==> src/sv/pwl_pkg.sv <==
// ============================================================================
// pwl_pkg - shared types and constants of the piecewise-linear lookup core
// Table depth, index widths, register and source codes, and the command and
// status bundles that pass between the controller and the datapath.
// ============================================================================
`timescale 1ns / 1ps
`default_nettype none

package pwl_pkg;

    // table geometry
    localparam int MAX_POINTS = 128;
    localparam int IDX_W      = (MAX_POINTS > 1) ? $clog2(MAX_POINTS) : 1;
    localparam int CNT_W      = $clog2(MAX_POINTS + 1);
    localparam int CMP_W      = (CNT_W > 8) ? CNT_W : 8;

    // field widths
    localparam int DATA_W     = 32;
    localparam int SLOT_W     = 7;
    localparam int COUNT_W    = 8;
    localparam int SRC_W      = 2;
    localparam int CFG_IDX_W  = 2;
    localparam int IN_DATA_W  = 104;
    localparam int OUT_DATA_W = 64;

    // divider
    localparam int DIV_STEPS  = DATA_W;
    localparam int DIV_CNT_W  = $clog2(DIV_STEPS + 1);

    // configuration register indexes
    localparam logic [CFG_IDX_W-1:0] CFG_DEF_X  = 2'd0;
    localparam logic [CFG_IDX_W-1:0] CFG_DEF_Y  = 2'd1;
    localparam logic [CFG_IDX_W-1:0] CFG_POINTS = 2'd2;

    localparam logic [DATA_W-1:0] DEF_COND_RESET = 32'h0001_0000;

    // opcodes
    localparam logic OP_LOAD  = 1'b0;
    localparam logic OP_QUERY = 1'b1;

    // result source codes
    localparam logic [SRC_W-1:0] SRC_DEFAULT = 2'd0;
    localparam logic [SRC_W-1:0] SRC_CLAMP   = 2'd1;
    localparam logic [SRC_W-1:0] SRC_INTERP  = 2'd2;

    // read address select
    localparam logic [1:0] RD_ZERO = 2'd0;
    localparam logic [1:0] RD_LAST = 2'd1;
    localparam logic [1:0] RD_NEXT = 2'd2;

    // result select
    localparam logic [1:0] RES_DEFAULT = 2'd0;
    localparam logic [1:0] RES_ENTRY   = 2'd1;
    localparam logic [1:0] RES_LEFT    = 2'd2;
    localparam logic [1:0] RES_INTERP  = 2'd3;

    typedef struct packed {
        logic       load_we;
        logic       cap_query;
        logic [1:0] rd_sel;
        logic       idx_clr;
        logic       idx_inc;
        logic       set_prev;
        logic       seg_latch;
        logic       diff_en;
        logic       mul_en;
        logic       div_init;
        logic       div_step;
        logic       res_we;
        logic [1:0] res_sel;
        logic       out_push;
    } t_ctl_cmd;

    typedef struct packed {
        logic n_zero;
        logic n_one;
        logic t_le_rd;
        logic t_ge_rd;
        logic seg_hit;
        logic idx_last;
        logic span_zero;
        logic div_last;
        logic out_free;
    } t_dp_status;

endpackage

`default_nettype wire

==> src/sv/pwl_ctrl.sv <==
// ============================================================================
// pwl_ctrl - sequencing state machine
// Takes loads and steps a query through the end-point checks, the segment scan,
// the multiply and the bit-serial divide, and hands the result to the output.
// ============================================================================
`timescale 1ns / 1ps
`default_nettype none

module pwl_ctrl
    import pwl_pkg::*;
(
    input  wire logic       i_clk,
    input  wire logic       i_rst_n,
    input  wire logic       i_in_valid,
    input  wire logic       i_opcode,
    output logic            o_in_ready,
    input  wire t_dp_status i_status,
    output t_ctl_cmd        o_cmd
);

    localparam logic [3:0] S_IDLE  = 4'd0;
    localparam logic [3:0] S_START = 4'd1;
    localparam logic [3:0] S_CHK0  = 4'd2;
    localparam logic [3:0] S_CHKL  = 4'd3;
    localparam logic [3:0] S_SCAN  = 4'd4;
    localparam logic [3:0] S_DIFF  = 4'd5;
    localparam logic [3:0] S_MUL   = 4'd6;
    localparam logic [3:0] S_DIVI  = 4'd7;
    localparam logic [3:0] S_DIV   = 4'd8;
    localparam logic [3:0] S_FIN   = 4'd9;
    localparam logic [3:0] S_OUT   = 4'd10;

    logic [3:0] r_state;
    logic [3:0] n_state;
    logic       w_accept;

    assign o_in_ready = i_rst_n && (r_state == S_IDLE);
    assign w_accept   = i_in_valid && o_in_ready;

    always_ff @(posedge i_clk) begin
        if (!i_rst_n) begin
            r_state <= S_IDLE;
        end else begin
            r_state <= n_state;
        end
    end

    always_comb begin
        n_state = r_state;
        o_cmd   = '0;
        case (r_state)
            S_IDLE: begin
                if (w_accept) begin
                    if (i_opcode == OP_LOAD) begin
                        o_cmd.load_we = 1'b1;
                    end else begin
                        o_cmd.cap_query = 1'b1;
                        n_state = S_START;
                    end
                end
            end
            S_START: begin
                if (i_status.n_zero) begin
                    o_cmd.res_we  = 1'b1;
                    o_cmd.res_sel = RES_DEFAULT;
                    n_state = S_OUT;
                end else begin
                    o_cmd.rd_sel = RD_ZERO;
                    n_state = S_CHK0;
                end
            end
            S_CHK0: begin
                o_cmd.set_prev = 1'b1;
                o_cmd.idx_clr  = 1'b1;
                if (i_status.n_one || i_status.t_le_rd) begin
                    o_cmd.res_we  = 1'b1;
                    o_cmd.res_sel = RES_ENTRY;
                    n_state = S_OUT;
                end else begin
                    o_cmd.rd_sel = RD_LAST;
                    n_state = S_CHKL;
                end
            end
            S_CHKL: begin
                if (i_status.t_ge_rd) begin
                    o_cmd.res_we  = 1'b1;
                    o_cmd.res_sel = RES_ENTRY;
                    n_state = S_OUT;
                end else begin
                    // fetch entry one, first right edge of the scan
                    o_cmd.rd_sel  = RD_NEXT;
                    o_cmd.idx_inc = 1'b1;
                    n_state = S_SCAN;
                end
            end
            S_SCAN: begin
                if (i_status.seg_hit) begin
                    o_cmd.seg_latch = 1'b1;
                    n_state = S_DIFF;
                end else if (i_status.idx_last) begin
                    o_cmd.res_we  = 1'b1;
                    o_cmd.res_sel = RES_DEFAULT;
                    n_state = S_OUT;
                end else begin
                    o_cmd.set_prev = 1'b1;
                    o_cmd.rd_sel   = RD_NEXT;
                    o_cmd.idx_inc  = 1'b1;
                end
            end
            S_DIFF: begin
                o_cmd.diff_en = 1'b1;
                n_state = S_MUL;
            end
            S_MUL: begin
                o_cmd.mul_en = 1'b1;
                if (i_status.span_zero) begin
                    o_cmd.res_we  = 1'b1;
                    o_cmd.res_sel = RES_LEFT;
                    n_state = S_OUT;
                end else begin
                    n_state = S_DIVI;
                end
            end
            S_DIVI: begin
                o_cmd.div_init = 1'b1;
                n_state = S_DIV;
            end
            S_DIV: begin
                o_cmd.div_step = 1'b1;
                if (i_status.div_last) begin
                    n_state = S_FIN;
                end
            end
            S_FIN: begin
                o_cmd.res_we  = 1'b1;
                o_cmd.res_sel = RES_INTERP;
                n_state = S_OUT;
            end
            S_OUT: begin
                // hold until the output register can take the result
                if (i_status.out_free) begin
                    o_cmd.out_push = 1'b1;
                    n_state = S_IDLE;
                end
            end
            default: begin
                n_state = S_IDLE;
            end
        endcase
    end

endmodule

`default_nettype wire

==> config.mk <==
export PLATFORM = sky130hd
export DESIGN_NAME = pwl_ctrl
export DESIGN_NICKNAME = d
export VERILOG_FILES = /design/src/sv/pwl_pkg.sv /design/src/sv/pwl_ctrl.sv
export SDC_FILE = /design/constraint.sdc
export NUM_CORES = 1
export LEC_CHECK = 0
export BUFFER_PORTS_ARGS = -buffer_cell sky130_fd_sc_hd__buf_4
export CORE_UTILIZATION = 28
export DETAILED_ROUTE_END_ITERATION = 6
export GPL_TIMING_DRIVEN = 0
export PLACE_DENSITY = 0.64
export SYNTH_ARGS = -nofsm -noshare
export SYNTH_HDL_FRONTEND = slang
export SYNTH_SLANG_ARGS = --single-unit
==> constraint.sdc <==
create_clock -name i_clk -period 2.4 [get_ports i_clk]
set_input_delay 0.24 -clock i_clk [delete_from_list [all_inputs] [get_ports i_clk]]
set_output_delay 0.24 -clock i_clk [all_outputs]
set_load 0.02 [all_outputs]
==> impl_metrics.csv <==
group,metric,value,unit
layout,layout-drive-gt1-share,33.9,%
clock_tree,htree_num_levels,1,
power_and_ir_drop,p_int,0.000377,W
critical_path,cp_max_fo,9,
critical_path,reg2reg_depth,6,
layout,final_nets,127,
route,highest_layer,"met3",
placement,preCtsSetupSlack,434,ps
placement,port_buffers,29,
route,drtIter0Drc,12,
power_and_ir_drop,p_sw_share,48.9,%
clock_tree,cts.path.max_buffers,2,
sta,setup_tns,0,ps
critical_path,cp-startpoint,"r_state[3]",
route,firstDrtPassIters,4,
clock_tree,cts_resized,0,
clock_tree,cts_setup_buffers,0,
yosys,synthTopCellsByArea,"dfxtp_1, nor2_1, mux2i_1",
route,wl_met2,843,um
route,wire_per_inst,12.4,um
route,ant_nets,0,
critical_path,critPathKind,"flip-flop to output pin",
sta,hold_slack,279,ps
power_and_ir_drop,peakVddDrop,0.343,mV
route,viasPerCell,5.09,
global_route,grt_max_degree,11,
sta,maxSlewHeadroom,72.2,%
power_and_ir_drop,comb_power_share,76.2,%
global_route,grt.total_usage,16.5,%
global_route,grt_pass1_vias,571,
sta,slew_viol_final,0,
layout,diodes,0,
placement,gp_congestion,0.765,
sta,period_share,92.6,%
layout,largest_reg_flops,4,
yosys,yosysSeqAreaShare,14.6,%
yosys,syn_inst,80,
critical_path,setup.worst_path.end_class,"output pin",
yosys,yosysWarnings,0,
sta,tightest_slew,417,ps
sta,min_period,2220,ps
yosys,synthDistinctLibCells,33,
worst_hold_path,hold_class,"input port to flip-flop",
floorplanning,placementRows,15,
yosys,ys.flop_type,"dfxtp_1",
route,drt-total-wl,1.71,mm
critical_path,startpoint_type,"flip-flop",
route,remaining_drc_errors,0,
floorplanning,ios,30,
floorplanning,core,1780,um^2
clock_tree,numClockSinks,4,
sta,clock.fmax,450,MHz
power_and_ir_drop,clock_power_share,11.2,%
critical_path,rrSetupSlack,510,ps
placement,post-dp-hpwl,1.30,mm
sta,clock_skew,4.32,ps
yosys,syn_area,547,um^2
yosys,synth_nets,93,
sta,hold_violations,0,
floorplanning,die_y,46.2,um
power_and_ir_drop,power_density,902,nW/um^2
global_route,overflow,0,
global_route,grt_pass1_wl,2.57,mm
floorplanning,die_area,2130,um^2
power_and_ir_drop,p_switching,0.000361,W
yosys,synth_top_area_share,14.6,%
floorplanning,start_util,30.7,%
yosys,ys_ff_latch,4,
layout,regMostFlops,"r_state",
clock_tree,cts-buffers-inserted,3,
layout,finish.utilization,45.9,%
route,vias,698,
sta,setup_ws,176,ps
power_and_ir_drop,p_leak,0.422,nW
clock_tree,cts-root-buf,"clkbuf_4",
flow_run,cap_violations,0,
critical_path,required,2160,ps
layout,top_regs,"r_state: 4 flops",
critical_path,timing.rr.end,"r_state[1]",
yosys,synth_edf_count,0,
floorplanning,die_x,46.2,um
clock_tree,ctsHoldBuffers,0,
layout,area_delta_synth_final,49.7,%
yosys,yosys.area.top_type,"dfxtp_1",
critical_path,arrival,1980,ps
yosys,postSynthAreaPerCell,6.83,um^2
worst_hold_path,hold_start,"i_rst_n",
route,drt-met1-wl,771,um
outcome,status,"complete, no violations",
critical_path,r2r-start,"r_state[3]",
power_and_ir_drop,seq_power_share,12.5,%
sta,finalSetupViolCount,0,
clock_tree,path_clk_slew,40,ps
clock_tree,cts_tree,"built",
global_route,antenna_found_initial,0,
yosys,async_reset_ff_share,0,%
sta,rsz0062_at_grt,"no",
critical_path,endpoint,"o_cmd[13]",
route,met3_length,91,um
clock_tree,insertion_delay,230,ps
## worst min-delay path by stage
| stage | to | slack (ps) | cells after the start |
|---|---|---|---|
| after global placement | r_state[1] | 520 | 2 |
| after detailed placement | r_state[1] | 510 | 2 |
| after global routing | r_state[1] | 270 | 2 |
| final | r_state[1] | 280 | 2 |
| after floorplan | r_state[3] | 370 | 1 |
| after CTS | r_state[1] | 270 | 2 |
## worst max-delay path, stage by stage (launching register included)
cell	delay (ps)
dfxtp_1	290
clkbuf_1	200
or4b_4	530
or3_1	310
buf_2	170
o31ai_1	70
buf_4	180
## logic make-up after synthesis
group           Yosys count  share of synthesized area, %
simple gates             37                          37.5
compound gates           22                          30.7
buf+inv                  14                          11.7
flops                     4                          14.6
mux                       3                          5.49
## routing by layer
layer | GRT usage (%) | up-vias
li1 | - | 357
met1 | 23.0 | 313
met2 | 26.5 | 28
met3 | 5.10 | 0
met4 | 0 | 0
met5 | 0 | -
## final cells by class
cell class                 instances  area, um^2
tap                               25        31.3
inverter                           5        18.8
fill                             193         965
clock buffer                       3        22.5
sequential                         4        80.1
buffer                             9        45.0
timing repair buffer              29         218
multi-input combinational         62         403
## power by group through the flow
stage / registers, W / logic, W / clock network (W)
final: 0.0000924 / 0.000563 / 0.0000829
after global routing: 0.0000940 / 0.000614 / 0.0000912
after CTS: 0.0000926 / 0.000562 / 0.0000873
after detailed placement: 0.0000935 / 0.000561 / 0
after global placement: 0.0000930 / 0.000556 / 0
after floorplan: 0.0000925 / 0.000388 / 0
## cells in the mapped netlist, drive strengths merged (3+ instances only)
master and number:
clkbuf 4, mux2i 3, nor2 10, nand2b 3, or3 3, o31ai 4
dfxtp 4, inv 5, nor3b 4, a21o 4, nor3 3, nand2 6
buf 5
## placed cells by master, fill, tap and decap left out, drive strengths merged
master	netlist	final
buf	5	34
nor2	10	10
clkbuf	4	7
nand2	6	6
inv	5	5
nor3b	4	4
a21o	4	4
o31ai	4	4
dfxtp	4	4
nor3	3	3
nand2b	3	3
or3	3	3
mux2i	3	3
a21oi	2	2
a211oi	2	2
o21ai	2	2
o211a	2	2
nor4b	1	1
or4b	1	1
nand3	1	1
a211o	1	1
nor2b	1	1
nand4	1	1
o221ai	1	1
nand3b	1	1
and3b	1	1
a32oi	1	1
o32ai	1	1
o311a	1	1
o21bai	1	1
or2	1	1
## through the flow
stage / power, W / cell area (um^2) / instances
2_1_floorplan: 0.000480 / 547 / 80
3_3_place_gp: 0.000649 / 796 / 134
3_5_place_dp: 0.000655 / 796 / 134
4_1_cts: 0.000742 / 818 / 137
5_1_grt: 0.000799 / 818 / 137
6_report: 0.000738 / 818 / 137
Power figures use the tool's default switching activity.
